`src/sv/tpp_pkg.sv`:
```
// Shared types, codes and tables for the timer period planner.
`timescale 1ns / 1ps
package tpp_pkg;
  localparam int ClockW = 25;
  localparam int MinW = 8;
  localparam int CountW = 16;
  localparam int UnitW = 20;
  localparam int KindW = 2;
  localparam int NumerW = ClockW + CountW;   // 41
  localparam int DenW = UnitW + 10;          // divider up to 1024
  localparam int TopW = 16;
  localparam int ETicksW = 32;
  localparam int QueueDepth = 4;

  localparam logic [ClockW-1:0] ClockReset = 25'd16000000;
  localparam logic [MinW-1:0] MinReset = 8'd150;

  typedef enum logic [0:0] {
    REG_CLOCK_HZ = 1'b0,
    REG_MIN_CYCLES = 1'b1
  } reg_index_t;

  typedef enum logic [2:0] {
    ERR_OK = 3'd0,
    ERR_CLOCK_ZERO = 3'd1,
    ERR_UNIT_ZERO = 3'd2,
    ERR_TOO_SHORT = 3'd3,
    ERR_BAD_TIMER = 3'd4,
    ERR_TOP_ZERO = 3'd5,
    ERR_TOP_LARGE = 3'd6
  } err_t;

  localparam logic [KindW-1:0] KIND_T16 = 2'd0;
  localparam logic [KindW-1:0] KIND_SECOND8 = 2'd2;
  localparam logic [KindW-1:0] KIND_BAD = 2'd3;

  // One request on its way from front to back.
  typedef struct packed {
    logic [NumerW-1:0] numer;
    logic [UnitW-1:0] unit;
    logic [KindW-1:0] kind;
    logic clk_zero;
    logic [MinW-1:0] min_cycles;
  } req_t;

  typedef struct packed {
    logic [2:0] error_code;
    logic [2:0] divider_select;
    logic [2:0] clock_select_code;
    logic [TopW-1:0] compare_top;
    logic extended_mode;
    logic [ETicksW-1:0] extended_ticks;
  } res_t;

  function automatic logic [2:0] cs_code(input logic [KindW-1:0] kind,
                                         input logic [2:0] idx);
    logic [2:0] c;
    c = 3'd1;
    if (kind == KIND_SECOND8) begin
      case (idx)
        3'd0: c = 3'd1;
        3'd1: c = 3'd2;
        3'd2: c = 3'd4;
        3'd3: c = 3'd6;
        default: c = 3'd7;
      endcase
    end else begin
      c = idx + 3'd1;
    end
    return c;
  endfunction
endpackage

```
`src/sv/tpp_front.sv`:
```
// Front end: takes requests, forms the product and classifies early errors.
`timescale 1ns / 1ps
module tpp_front (
  input  logic clk,
  input  logic rst,
  input  logic in_valid,
  output logic in_stall,
  input  logic [tpp_pkg::CountW-1:0] time_count,
  input  logic [tpp_pkg::UnitW-1:0] unit_divisor,
  input  logic [tpp_pkg::KindW-1:0] timer_kind,
  input  logic [tpp_pkg::ClockW-1:0] clock_hz,
  input  logic [tpp_pkg::MinW-1:0] min_cycles,
  output logic q_valid,
  input  logic q_stall,
  output tpp_pkg::req_t q_req
);
  // Single output register; refills whenever the queue takes it.
  assign in_stall = q_valid && q_stall;

  always_ff @(posedge clk) begin
    if (rst) begin
      q_valid <= 1'b0;
    end else if (!in_stall) begin
      q_valid <= in_valid;
    end
  end

  always_ff @(posedge clk) begin
    if (!in_stall && in_valid) begin
      q_req.numer <= clock_hz * time_count;
      q_req.unit <= unit_divisor;
      q_req.kind <= timer_kind;
      q_req.clk_zero <= (clock_hz == '0);
      q_req.min_cycles <= min_cycles;
    end
  end
endmodule

```
`config.mk`:
```
export PLATFORM = sky130hd
export DESIGN_NAME = tpp_front
export DESIGN_NICKNAME = d
export VERILOG_FILES = /design/src/sv/tpp_pkg.sv /design/src/sv/tpp_front.sv
export SDC_FILE = /design/constraint.sdc
export NUM_CORES = 1
export LEC_CHECK = 0
export ABC_AREA = 1
export BUFFER_PORTS_ARGS = -buffer_cell sky130_fd_sc_hd__buf_2
export CAP_MARGIN = 20
export CORE_AREA = 4 4 221 158
export DETAILED_ROUTE_END_ITERATION = 12
export DIE_AREA = 0 0 225 162
export GPL_ROUTABILITY_DRIVEN = 0
export MAX_ROUTING_LAYER = met4
export PLACE_DENSITY = 0.75
export SLEW_MARGIN = 25
export SYNTH_ARGS = -nofsm -noshare
export SYNTH_HDL_FRONTEND = slang
export SYNTH_SLANG_ARGS = --single-unit
```
`constraint.sdc`:
```
create_clock -name clk -period 10.6 [get_ports clk]
set_clock_uncertainty 0.15 [all_clocks]
set_input_delay 2.12 -clock clk [delete_from_list [all_inputs] [get_ports clk]]
set_output_delay 2.12 -clock clk [all_outputs]
set_load 0.005 [all_outputs]
```
### Yosys cells after proc, flatten, opt, wreduce, memory -nomap -nowiden

Index checks and enable logic that the tools add are counted.

| word-level totals | value |
|---|---|
| bits in registers | 73 |
| input bits | 75 |
| output and inout port bits | 74 |
| logic and storage cells | 11 |

| cells by class | value |
|---|---|
| multipliers | 1 |
| reductions and logical operators | 4 |

Operators by type and width:

| kind | number |
|---|---|
| 25-bit by 16-bit multiplier with 41-bit output | 1 |
| 25-bit zero test | 1 |
| 1-bit logical AND | 2 |
| 1-bit zero test | 1 |

### Longest topological paths before layout

| depth | value |
|---|---|
| depth after elaboration | 3 |
| depth in mapped cells | 29 |
| gate-level depth less buffers | 27 |

### Least setup slack after synthesis

Ideal clock, no wire load.

| timing path | value |
|---|---|
| kind | input -> register |
| start point | input clock_hz[14] (netlist name) |
| end point | register q_req[71] (netlist name), data pin |
| library setup time | 0.252 ns |
| data arrival time | 6.994 ns |
| data required time | 10.198 ns |
| setup slack | 3.204 ns |
| cell stages on the path | 25 |
| cell sequence | clkbuf_1 > clkbuf_1 > nand2_1 > fa_1 > inv_1 > fa_1 > inv_1 > fa_1 > inv_1 > fa_1 > fa_1 > inv_1 > fa_1 > inv_1 > ha_1 > nand2_1 > inv_1 > a21oi_1 > nand2_1 > nand2_1 > nand3_2 > nand2_1 > nand2_1 > nand2_1 > nand2_1 |

| on the way | value |
|---|---|
| word-level cells in the longest chain between the ends | 1 |

Ends and longest elaborated chain:

| what | line | text |
|---|---|---|
| start: declaration | tpp_front.sv:11 | `input logic [tpp_pkg::ClockW-1:0] clock_hz,` |
| 25-bit by 16-bit multiplier with 41-bit output | tpp_front.sv:30 | `q_req.numer <= clock_hz * time_count;` |
| end: declaration | tpp_front.sv:15 | `output tpp_pkg::req_t q_req` |

No other way between the ends.
A chain may end at the register's enable or synchronous reset.

### Worst setup path in the final report

| timing path | value |
|---|---|
| start point | input time_count[1] (netlist name) |
| end point | register q_req[62] (netlist name), data pin |

| on the way | value |
|---|---|
| word-level cells in the longest chain between the ends | 1 |

Ends and longest elaborated chain:

| what | line | text |
|---|---|---|
| start: declaration | tpp_front.sv:8 | `input logic [tpp_pkg::CountW-1:0] time_count,` |
| 25-bit by 16-bit multiplier with 41-bit output | tpp_front.sv:30 |  |

No other way between the ends.

==> out/metrics.yaml <==
cts:
  tritoncts_clock_tree: "done"
  numClockSinks: 73
  root_buffer: "sky130_fd_sc_hd__clkbuf_16"
  cts.repair_timing.setup_buffer_count: 0
  cts-buffers-inserted: 9
  ctsResizeCount: 0
  post_cts_hold_buffer_count: 0
  clock_tree.buffer_depth: 2
  clkLatencyLatePin_ns: 0.34
  cts_htree_levels: 3
  clkSlewWorstSetupHoldPaths_ns: 0.06
yosys:
  synth_seq_cells: 73
  yosys_warnings: 0
  synth_top_area_share_pct: 39.5
  synth.area.top_cells: "sky130_fd_sc_hd__fa_1, sky130_fd_sc_hd__inv_1, sky130_fd_sc_hd__nand2_1"
  synth_largest_area_cell: "sky130_fd_sc_hd__fa_1"
  ys_types: 32
  ys_seq_area_share_pct: 13.5
  postSynthAreaPerCell_um2: 7.88
  netlist_area_um2: 16200
  postSynthCellCount: 2057
  synth_enable_flop_cells: 72
  postSynth.topFlopCell: "sky130_fd_sc_hd__edfxtp_1"
  postSynthNetCount: 2565
  asyncSetResetFlopFracSynth_pct: 0
die:
  fp.dieW_um: 225
  initial_utilization_pct: 49.1
  number_of_placed_i_o_pins: 149
  placement_rows: 56
  floorplan.die.height_um: 162
  total_die_area_um2: 36500
  fp.coreArea_um2: 33000
flow_run:
  max_cap_viol_count: 0
drt:
  drt.antenna.violating_nets: 0
  drtIter0Drc: 1102
  dr.pass1.iters: 7
  drc: 0
  vias_per_cell: 5.07
  via_count: 13000
  detail_route.wl_per_cell_um: 16.4
  wl_mm: 41.9
layout:
  sequential_cell_area_um2: 2180
  layout.cells.most_common: "sky130_fd_sc_hd__inv_1"
  finalNetCount: 2627
  final_area_um2: 17500
  layout-area-overhead-vs-synth_pct: 7.76
  share_of_layout_cells_above_drive_strength_1_pct: 9.27
  multiInputGateArea_um2: 11300
  fillers: 3056
  most-common-layout-cells: "sky130_fd_sc_hd__inv_1, sky130_fd_sc_hd__nand2_1, sky130_fd_sc_hd__fa_1, sky130_fd_sc_hd__buf_2, sky130_fd_sc_hd__ha_1"
critical_path:
  critical_path_arrival_ns: 7.57
  setup.reg_to_reg.worst_slack_ns: 8.78
  critical_path.max_fanout: 25
  crit-reg2reg-capture: "q_req[46]"
  critical_path.endpoint_type: "register"
  setup.worst_path.class: "input pin to register"
  r2r.worst_path.cells: 4
  worstPathRequired_ns: 10.55
  timing.critical_path.from_type: "input pin"
  r2r_start: "q_valid"
sta:
  final_hold_viol_count: 0
  tightest_slew_ns: 0.954
  timing.final.crit_share_pct: 71.9
  max_freq_mhz: 131
  grt_setup_unrepaired: "false"
  max_slew_margin_pct: 36.4
  setup_total_negative_slack_ns: 0
  timing_max_transition_violations_final: 0
  min_period_ns: 7.63
  setup_viol_count_final: 0
global_routing:
  grt_start_max_net_pins: 73
  global_route.usage.total_pct: 24.5
  grt.overflow.total: 0
  grt_pass1_vias: 13700
  antenna_found_initial: 2
  global_route_wire_length_before_repair_mm: 69.0
place:
  placed_area_um2: 17100
  detailedPlacementHpwl_mm: 33.1
  io_buffers: 148
hold_path:
  hold-path-endpoint: "q_valid"
  timing.hold.worst_path_depth: 2
  min-delay-start: "q_valid"
  worstHoldPathType: "register to register"
outcome:
  status: "finished, final reports clean"
-- layer usage --
layer | GRT usage (%) | part of all wire (%)
met3 | 5.38 | 9.8
met2 | 40.2 | 49
met1 | 31.2 | 39
met4 | 5.98 | 2.3
met5 | - | 0
-- worst max-delay path, cell delays in order --
cell                      delay (ns)
sky130_fd_sc_hd__buf_2          0.47
sky130_fd_sc_hd__nand2_1        0.17
sky130_fd_sc_hd__fa_1           0.56
sky130_fd_sc_hd__inv_1          0.05
sky130_fd_sc_hd__fa_1           0.52
sky130_fd_sc_hd__inv_1          0.05
sky130_fd_sc_hd__fa_1           0.50
sky130_fd_sc_hd__inv_1          0.06
sky130_fd_sc_hd__fa_1           0.46
sky130_fd_sc_hd__fa_1           0.52
sky130_fd_sc_hd__inv_1          0.05
sky130_fd_sc_hd__fa_1           0.47
sky130_fd_sc_hd__inv_1          0.04
sky130_fd_sc_hd__ha_1           0.36
sky130_fd_sc_hd__nand2_1        0.13
sky130_fd_sc_hd__inv_1          0.09
sky130_fd_sc_hd__nand2_1        0.10
sky130_fd_sc_hd__nor2_1         0.20
sky130_fd_sc_hd__nand4_1        0.21
sky130_fd_sc_hd__nand3_2        0.17
sky130_fd_sc_hd__nand2_1        0.10
sky130_fd_sc_hd__nand3_1        0.08
sky130_fd_sc_hd__nand2_1        0.06
-- metrics by stage --
stage / utilization (%) / cells / hold WS (ns) / setup slack [ns]
detailed placement: 51.9 / 2543 / 0.325 / 2.80
floorplan: - / 2057 / 0.314 / 3.20
CTS: 52.9 / 2559 / 0.333 / 3.15
global route: 52.9 / 2561 / 0.379 / 2.72
global placement: 51.9 / 2543 / 0.305 / 2.79
finish: 52.9 / 2561 / 0.325 / 2.97
-- how the worst max path moves through the flow --
stage,startpoint,endpoint,slack (ns)
finish,time_count[1],q_req[62],2.97
global route,time_count[2],q_req[61],2.72
CTS,time_count[7],q_req[69],3.15
detailed placement,time_count[1],q_req[61],2.80
global placement,time_count[7],q_req[69],2.79
floorplan,clock_hz[14],q_req[71],3.20
-- state kept, by name, summed over array words and instances, names as in the netlist --
| name | count |
|---|---|
| q_req | 72 |
| q_valid | 1 |
-- logic make-up (layout without fill, tap and decap cells) --
group | count (synthesis) | count (layout) | share of synthesized area, %
AO/OA/AOI/OAI | 56 | 56 | 1.88
XOR/XNOR | 23 | 23 | 1.24
adder cells (fa/ha/maj) | 433 | 433 | 48.2
buffers and inverters | 729 | 796 | 16.9
flip-flops | 73 | 73 | 13.5
other | 0 | 2 | 0
AND/OR/NAND/NOR | 743 | 743 | 18.3
-- cell type report --
cell class	count	area share [%]
clock inverter	7	0.544
tap	435	3.12
antenna	2	0.0286
timing repair buffer	149	4.28
clock buffer	9	1.29
inverter	631	13.6
sequential	73	12.5
multi-input combinational	1255	64.7
-- cell usage after synthesis (6+ instances only) --
cell type                  count
sky130_fd_sc_hd__fa_1        320
sky130_fd_sc_hd__inv_1       626
sky130_fd_sc_hd__edfxtp_1     72
sky130_fd_sc_hd__a21oi_1      31
sky130_fd_sc_hd__nand3_2       6
sky130_fd_sc_hd__clkbuf_1     98
sky130_fd_sc_hd__nor4_1        7
sky130_fd_sc_hd__nand2_1     618
sky130_fd_sc_hd__o21ai_0      14
sky130_fd_sc_hd__nor2_1       52
sky130_fd_sc_hd__nor3_1       11
sky130_fd_sc_hd__nand2_2      14
sky130_fd_sc_hd__xor2_1       19
sky130_fd_sc_hd__nand3_1      22
sky130_fd_sc_hd__ha_1        113
Power is not shown: default switching activity piles up to over one toggle a cycle in this logic, so the estimate is an artifact.
