### config.mk
export PLATFORM = sky130hd
export DESIGN_NAME = tpp_queue
export DESIGN_NICKNAME = d
export VERILOG_FILES = /design/src/sv/tpp_pkg.sv /design/src/sv/tpp_queue.sv
export SDC_FILE = /design/constraint.sdc
export NUM_CORES = 1
export LEC_CHECK = 0
export ABC_CLOCK_PERIOD_IN_PS = 2750
export BUFFER_PORTS_ARGS = -buffer_cell sky130_fd_sc_hd__buf_2
export CAP_MARGIN = 25
export CORE_ASPECT_RATIO = 0.7
export CORE_MARGIN = 2
export CORE_UTILIZATION = 57
export CTS_CLUSTER_SIZE = 28
export DETAILED_ROUTE_END_ITERATION = 8
export PLACE_DENSITY = 0.76
export REMOVE_ABC_BUFFERS = 1
export SYNTH_ARGS = -nofsm -noshare
export SYNTH_HDL_FRONTEND = slang
export SYNTH_SLANG_ARGS = --single-unit
### constraint.sdc
create_clock -name clk -period 2.75 [get_ports clk]
set_input_delay 0.1375 -clock clk [delete_from_list [all_inputs] [get_ports clk]]
set_output_delay 0.1375 -clock clk [all_outputs]
set_load 0.02 [all_outputs]
### src/sv/tpp_pkg.sv
// Shared types, codes and tables for the timer period planner.
`timescale 1ns / 1ps
package tpp_pkg;
  localparam int ClockW = 25;
  localparam int MinW = 8;
  localparam int CountW = 16;
  localparam int UnitW = 20;
  localparam int KindW = 2;
  localparam int NumerW = ClockW + CountW;   // 41
  localparam int DenW = UnitW + 10;          // divider up to 1024
  localparam int TopW = 16;
  localparam int ETicksW = 32;
  localparam int QueueDepth = 4;

  localparam logic [ClockW-1:0] ClockReset = 25'd16000000;
  localparam logic [MinW-1:0] MinReset = 8'd150;

  typedef enum logic [0:0] {
    REG_CLOCK_HZ = 1'b0,
    REG_MIN_CYCLES = 1'b1
  } reg_index_t;

  typedef enum logic [2:0] {
    ERR_OK = 3'd0,
    ERR_CLOCK_ZERO = 3'd1,
    ERR_UNIT_ZERO = 3'd2,
    ERR_TOO_SHORT = 3'd3,
    ERR_BAD_TIMER = 3'd4,
    ERR_TOP_ZERO = 3'd5,
    ERR_TOP_LARGE = 3'd6
  } err_t;

  localparam logic [KindW-1:0] KIND_T16 = 2'd0;
  localparam logic [KindW-1:0] KIND_SECOND8 = 2'd2;
  localparam logic [KindW-1:0] KIND_BAD = 2'd3;

  // One request on its way from front to back.
  typedef struct packed {
    logic [NumerW-1:0] numer;
    logic [UnitW-1:0] unit;
    logic [KindW-1:0] kind;
    logic clk_zero;
    logic [MinW-1:0] min_cycles;
  } req_t;

  typedef struct packed {
    logic [2:0] error_code;
    logic [2:0] divider_select;
    logic [2:0] clock_select_code;
    logic [TopW-1:0] compare_top;
    logic extended_mode;
    logic [ETicksW-1:0] extended_ticks;
  } res_t;

  function automatic logic [2:0] cs_code(input logic [KindW-1:0] kind,
                                         input logic [2:0] idx);
    logic [2:0] c;
    c = 3'd1;
    if (kind == KIND_SECOND8) begin
      case (idx)
        3'd0: c = 3'd1;
        3'd1: c = 3'd2;
        3'd2: c = 3'd4;
        3'd3: c = 3'd6;
        default: c = 3'd7;
      endcase
    end else begin
      c = idx + 3'd1;
    end
    return c;
  endfunction
endpackage

### src/sv/tpp_queue.sv
// Small FIFO between front and back.
`timescale 1ns / 1ps
module tpp_queue #(
  parameter int Depth = tpp_pkg::QueueDepth
) (
  input  logic clk,
  input  logic rst,
  input  logic wr_valid,
  output logic wr_stall,
  input  tpp_pkg::req_t wr_data,
  output logic rd_valid,
  input  logic rd_stall,
  output tpp_pkg::req_t rd_data
);
  localparam int AW = (Depth > 1) ? $clog2(Depth) : 1;
  tpp_pkg::req_t mem [Depth];
  logic [AW-1:0] wp, rp;
  logic [AW:0] cnt;
  logic push, pop;

  assign wr_stall = (cnt == (AW+1)'(Depth)) ? 1'b1 : 1'b0;
  assign rd_valid = (cnt != '0);
  assign rd_data = mem[rp];
  assign push = wr_valid && !wr_stall;
  assign pop = rd_valid && !rd_stall;

  always_ff @(posedge clk) begin
    if (rst) begin
      wp <= '0;
      rp <= '0;
      cnt <= '0;
    end else begin
      if (push) wp <= (wp == AW'(Depth - 1)) ? '0 : wp + 1'b1;
      if (pop) rp <= (rp == AW'(Depth - 1)) ? '0 : rp + 1'b1;
      cnt <= cnt + (AW+1)'(push) - (AW+1)'(pop);
    end
  end

  always_ff @(posedge clk) begin
    if (push) mem[wp] <= wr_data;
  end
endmodule

Yosys cells after proc, flatten, opt, wreduce, memory -nomap -nowiden --
Memory sizes are Yosys's and may differ from the RTL's. A register that Yosys moved wholly into a read port is not among the register bits. Index checks and enable logic that the tools add are counted.
Cells by class: $add $sub $neg 4, equality and inequality tests 3, mux-type cells 7, reduce and logical (&&, ||, !) cells 5
Operators with widths (number):
- $mux 2 | 4
- $add 2x1->2 const B | 2
- $eq 2x2->1 const B | 2
- $add 3x1->3 | 1
- $eq 3x3->1 const B | 1
- $mux 1 | 3
- $reduce_bool 3->1 | 1
- $sub 3x1->3 | 1
- $logic_and 1x1->1 | 2
- $logic_not 1->1 | 2
Storage, ports and cells: flip-flop bits (word level) 7, bits in writable memories 288, input port bits 76, output and inout port bits 74, logic and storage cells 23, memories 1
Memories:
- mem | words 4, bits a word 72, read ports 1, clocked after memory_dff 1, write ports 1, line tpp_queue.sv:16 | tpp_pkg::req_t mem [Depth];

Depth between registers and ports, before layout --
Gate-level depths: netlist of the first run.
word-level depth 6, gate-level depth with buffers 12

Least setup slack after synthesis of the first run --
Ideal clock, no wire load.
kind register to register, start point register cnt[1], end point register cnt[2], library setup time 0.078 ns, arrival time 2.261 ns, data required time 2.672 ns, path slack 0.411 ns, stages on the path, launching flop included 13, buffers on the path 1, cell sequence dfxtp_1 -> or3b_1 -> buf_6 -> and2_4 -> inv_1 -> ha_1 -> inv_1 -> ha_1 -> inv_1 -> fa_1 -> xor2_1 -> and2_1 -> nor3_1
On the way: word-level cells in the longest chain between the ends 6
RTL lines:
- from (decl) | line tpp_queue.sv:18 | logic [AW:0] cnt;
- from (signal assigned) | line tpp_queue.sv:35 | cnt <= cnt + (AW+1)'(push) - (AW+1)'(pop);
- $eq 3x3->1 | line tpp_queue.sv:21 | assign wr_stall = (cnt == (AW+1)'(Depth)) ? 1'b1 : 1'b0;
- $mux 1 | line tpp_queue.sv:21
- $logic_not 1->1 | line tpp_queue.sv:24 | assign push = wr_valid && !wr_stall;
- $logic_and 1x1->1 | line tpp_queue.sv:24
- $add 3x1->3 | line tpp_queue.sv:35
- $sub 3x1->3 * | line tpp_queue.sv:35
Every way passes the cells marked *; elsewhere a longest branch is shown, timed or not. A chain may end at the register's enable or synchronous reset.

Worst setup path in the final report of the first run --
start point register cnt[2], end point register cnt[2]
The elaborated chain is that of the path after synthesis.

==> results of run 1 <==
[stage by stage]
step	cells	total power [uW]	util	hold slack, ps
2_1_floorplan	410	7717	-	204.2
3_3_place_gp	814	8669	0.6399	346.6
3_5_place_dp	814	8753	0.6399	354.1
4_1_cts	938	12890	0.7320	348.9
5_1_grt	939	13280	0.7322	373.4
6_report	939	12810	0.7322	374.3
[cells by family (layout without fill, tap and decap cells)]
kind of cell / count (synthesis) / count (layout) / synth area share
flops: 297 / 297 / 0.8134
mux: 72 / 72 / 0.1494
buf+inv: 25 / 293 / 0.01210
simple gates: 18 / 18 / 0.01026
fa+ha+maj: 8 / 8 / 0.009913
compound gates: 7 / 7 / 0.004150
xor+xnor: 1 / 1 / 0.0008071
other cells: 0 / 1 / 0
[metal layers]
| metal | track usage | routed length (um) | vias up | part of all wire |
|---|---|---|---|---|
| li1 | - | - | 2327 | - |
| met1 | 0.3011 | 8626 | 2713 | 0.42 |
| met2 | 0.3422 | 9967 | 198 | 0.48 |
| met3 | 0.05351 | 1631 | 29 | 0.079 |
| met4 | 0.04256 | 329 | 0 | 0.016 |
| met5 | 0 | 0 | - | 0 |
[cells in the mapped netlist (all sizes together), types with 2 or more instances]
| cell | instances |
|---|---|
| and3 | 4 |
| inv | 7 |
| dfxtp | 9 |
| clkbuf | 2 |
| and2 | 2 |
| edfxtp | 288 |
| buf | 16 |
| a21oi | 3 |
| ha | 7 |
| o21ai | 2 |
| mux4 | 72 |
| nand3 | 2 |
| nor3 | 3 |
| nor2 | 3 |
[worst max-delay path: stages, from the launching register on]
cell and delay, ps:
dfxtp_1 380, or3b_1 380, and2_4 180, inv_1 60
ha_1 230, inv_1 60, ha_1 140, inv_1 50
fa_1 420, xor2_1 190, and2_1 180, nor3_1 140
[power breakdown]
group          internal, uW  total [uW]  switching, uW
Combinational          1290        3030           1740
Clock                  2550        4080           1520
Sequential             5530        5700            165
Total                  9380       12800           3430
[state kept, by name, summed over array words and instances, names as in the netlist, named ones only]
register,cells
rp,2
cnt,3
wp,2
mem,288
[timing repair]
item / 4_1_cts / 5_1_grt
hold buffers: 75 / 0
resized for setup: 0 / 0
endpoints found under the hold margin: 297 / 0
setup endpoints to repair: 0 / 0
[worst paths after layout]
| kind | start | endpoint | slack [ps] |
|---|---|---|---|
| max | cnt[2] | cnt[2] | 250 |
| min | wr_data[6] | mem[2][6] | 370 |
| max reg2reg | cnt[2] | cnt[2] | 250 |
| min reg2reg | rp[1] | flip-flop | 520 |
[cell type report]
cell class                      count  share of cell area
Timing Repair Buffer              237              0.1224
Antenna cell                        1           0.0001822
Tap cell                          242             0.02204
Clock buffer                       33             0.05083
Inverter                            7            0.001913
Multi-Input combinational cell    106              0.1390
Sequential cell                   297              0.6433
Clock inverter                     16             0.02031
[placed cells by master, fill, tap and decap left out, drive strengths merged]
cell	instances
dfxtp	9
edfxtp	288
a21oi	3
or4	1
nor2	3
nand3b	1
fa	1
clkbuf	33
diode	1
dlygate4sd3	75
inv	8
xor2	1
nor2b	1
clkinv	7
nand3	2
a21o	1
ha	7
o21ai	2
mux4	72
buf	162
or3b	1
bufinv	8
and2	2
nor3	3
and3	4
o31ai	1
==> results.md, run 1 <==
- Pre-CTS setup slack: 330.4 ps
- Post-synth top area share: 0.7968
- Fill cells: 1050
- Top cells by area, synth: edfxtp_1 (80%), mux4_2 (15%), dfxtp_1 (1.7%)
- RSZ-0062 raised after global routing: false
- Crit path max fanout: 3
- Inserted Clock Buffers: 27
- Register Area: 8836 um2
- Post-synth EDFFs: 288
- Pwr per Cell Area: 932.4 nW/um2
- Clk_lat worst skew: 520 ps
- First-pass GRT wire length: 31.88 mm
- Slew @ Worst Pin: 503.8 ps
- Worst setup EP type: flip-flop
- DRT iter0 DRCs: 475
- Die width: 168.9 um
- Vias per inst: 5.609
- First-pass DRT Iterations: 4
- Layout area overhead: 26.55%
- Post-route cell area: 13740 um2
- Leakage: 0.004713 uW
- Final setup margin: 253.8 ps
- # DRC: 0
- Outcome: finished clean
- GRT Overall Usage: 0.2118
- Placed inst area: 12010 um2
- Die Span Y: 119.5 um
- I/O pins: 150
- Final max-slew violation count: 0
- Primary FF master, synth: edfxtp_1
- Gpl congestion: 0.7851
- Routed Antenna Nets: 0
- Fin. Hold Viols: 0
- CTS tree: built
- Cells after Synth: 428
- Routed WL: 20.55 mm
- FP Rows: 42
- Min-Delay Path Class: in2reg
- Fraction of final layout cells sized beyond drive strength 1: 0.4037
- Worst setup SP type: flip-flop
- Arrival time at the worst endpoint: 2930 ps
- Postcts setup bufs: 0
- Max-Cap Viols: 0
- Vias post-DR: 5267
- Final Skew: 13.73 ps
- Synth Cell Area: 10850 um2
- Syn avg cell area: 25.36 um2
- IO buf count: 149
- Initial antenna violation count: 1
- Area leader, netlist: edfxtp_1
- Core footprint: 18760 um2
- Die area: 20180 um2
- Setup TNS: 0 ps
- Worst r2r path cells: 11
- # clock sinks: 297
- Reg clk slew, reported paths: 60 ps
- Area of the multi-input gates: 1909 um2
- Number of global-route vias before repair: 5599
- Final Net Count: 760
- CP Data Required Time: 3190 ps
- #FFs+latches synth: 297
- Clock root cell: clkbuf_16
- Ys Warns: 0
- Count of different cell masters after synthesis: 26
- Hold depth: 2
- Pin count of the biggest net entering global routing: 40
- H-tree Lvls: 1
- Slew margin rel.: 0.6641
- Peak Freq: 400.6 MHz
- Clock buffer depth: 3
- Register area share after synthesis: 0.8134
- Fin crit period: 2496 ps
- Crit share post-route: 0.9077
- DP Wirelength: 12.10 mm
- Worst vdd ir: 0.6722 mV
- Final setup vio count: 0
- Async S/R FF share, synth: 0
- Initial Util: 0.5786
- Routed len/inst: 21.89 um
- Crit Path Category: reg2reg
- Total gr overflow: 0
(Power assumes the default switching activity.)
==> inputs of run 2 (changes only) <==
- BUFFER_PORTS_ARGS: -buffer_cell sky130_fd_sc_hd__buf_2 -> default
- CORE_UTILIZATION: 57 -> 59
- DONT_BUFFER_PORTS: default -> 1
- PLACE_DENSITY: 0.76 -> 0.72
==> results.md, run 2 (synthesis gave the netlist of run 1 again) <==
- Outcome: finished clean
- RSZ-0062 raised after global routing: false
- Slew margin rel.: 0.5965
- Post-Route Utilization: 0.7168
- Commonest non-fill, non-tap cell in the layout: edfxtp_1
- Fin crit period: 2427 ps
- Worst setup EP type: flip-flop
- Worst Path Buf+Inv: 3
- Die width: 166.1 um
- Number of global-route vias before repair: 5063
- Flop2flop setup slack: 320 ps
- Initial Util: 0.6028
- # DRC: 0
- Pin count of the biggest net entering global routing: 73
- I/O pins: 150
- Vias post-DR: 4687
- Final setup vio count: 0
- GRT Overall Usage: 0.2009
- Hold depth: 1
- Final Skew: 11.11 ps
- Postcts setup bufs: 0
- H-tree Lvls: 1
- Fraction of final layout cells sized beyond drive strength 1: 0.2354
- Vias per inst: 5.971
- CP top delay family: simple AND/OR/NAND/NOR gates
- Core footprint: 18010 um2
- Die area: 19520 um2
- DRT iter0 DRCs: 424
- Worst setup SP type: flip-flop
- Crit path max fanout: 3
- First-pass DRT Iterations: 5
- Routed WL: 19.07 mm
- Clock root cell: clkbuf_16
- Worst R2R End: cnt[2]
- Smallest hold slack: 86.13 ps
- Placed inst area: 11230 um2
- Die Span Y: 117.5 um
- R2R Path Start: cnt[2]
- Total chip power: 12020 uW
- Worst r2r path cells: 11
- Max reg flops: 288
- Routed Antenna Nets: 0
- Initial antenna violation count: 1
- Layout area overhead: 18.90%
- Clock buffer depth: 3
- Hold EP: mem[2][23]
- CP Data Required Time: 3190 ps
- Commonest cells after routing, fill and taps aside: edfxtp_1 (288), dlygate4sd3_1 (76), mux4_2 (72)
- Cells along the critical path: or3b_1 > and2_4 > inv_1 > ha_1 > inv_1 > ha_1 > inv_1 > fa_1 > xor2_1 > and2_1 > nor3_1
- FP Rows: 41
- First-pass GRT wire length: 29.75 mm
- Pwr per Cell Area: 931.1 nW/um2
- Post-CTS resize count: 0
- Final max-slew violation count: 0
- Final Net Count: 610
- Crit-path max cell delay: 410 ps
- Hold path start: wr_valid
- Reg clk slew, reported paths: 60 ps
- Routed len/inst: 24.29 um
- DP Wirelength: 10.08 mm
- Peak Freq: 412.0 MHz
- Post-route cell area: 12910 um2
- Leakage: 0.004086 uW
- Clk_lat worst skew: 520 ps
- Min-Delay Path Class: in2reg
- Crit share post-route: 0.8827
- CP max-delay cell: fa_1
- Worst vdd ir: 0.8119 mV
- Gpl congestion: 0.7260
- # clock sinks: 297
- CTS tree: built
- Regs by FF count: mem (288), cnt (3)
- Fin. Hold Viols: 0
- Crit Path Category: reg2reg
- IO buf count: 0
- Arrival time at the worst endpoint: 2870 ps
- Slew @ Worst Pin: 605.3 ps
- Setup TNS: 0 ps
- Most Frequent Cell on Critical Path: inv_1
- Inserted Clock Buffers: 28
- CTS Hold Bufs: 76
- Total gr overflow: 0
- Biggest register: mem
- Max-Cap Viols: 0
[run 2: changes by cell type in the layout (fill, tap and decap cells not counted), moves of 2 or more]
cell	previous run	this run
buf_2	149	0
bufinv_16	8	3
clkbuf_16	27	29
buf_4	6	3
clkbuf_1	6	4
clkinv_2	3	5
clkinv_1	4	9
[run 2: power breakdown]
part	switching, uW	internal, uW
logic	1540	968
registers	221	5530
clock network	1550	2200
total	3310	8710
[run 2: final cells by class]
cell class / instances / area (um2)
Inverter: 7 / 26.28
Clock inverter: 19 / 172.7
Sequential cell: 297 / 8836
Fill cell: 1032 / 5100
Timing Repair Buffer: 86 / 923.4
Multi-Input combinational cell: 106 / 1909
Antenna cell: 1 / 2.502
Clock buffer: 33 / 740.7
Tap cell: 236 / 295.3
[run 2: through the flow]
| step | setup slack [ps] | instances |
|---|---|---|
| floorplan | -1161 | 410 |
| global placement | 456.5 | 656 |
| detailed placement | 298.6 | 656 |
| CTS | 285.7 | 784 |
| global route | 101.9 | 785 |
| finish | 322.7 | 785 |
[run 2: worst max path at each step]
stage                   start         end  slack [ps]  cells past startpoint
floorplan           flip-flop  rd_data[0]       -1160                      1
global placement       cnt[1]      cnt[2]         460                     11
detailed placement     cnt[1]      cnt[2]         300                     11
CTS                    cnt[1]      cnt[2]         290                     11
global route           cnt[1]      cnt[2]         100                     11
finish                 cnt[2]      cnt[2]         320                     11
[run 2: worst reg2reg max path: cells and delay by family (launching register included)]
kind                       cells  cell delay [ps]
xor gates and xnor gates       1              170
adders and majority gates      3              770
buffers and inverters          3              170
DFF                            1              370
and+or+nand+nor                4              860
[run 2: per-layer routing]
layer  vias to the layer above  share of wire  global-route usage
li1                       2029              -                   -
met3                        19          0.096             0.06389
met4                         0          0.010             0.03587
met5                         -              0                   0
met2                       193           0.49              0.3237
met1                      2446           0.40              0.2799
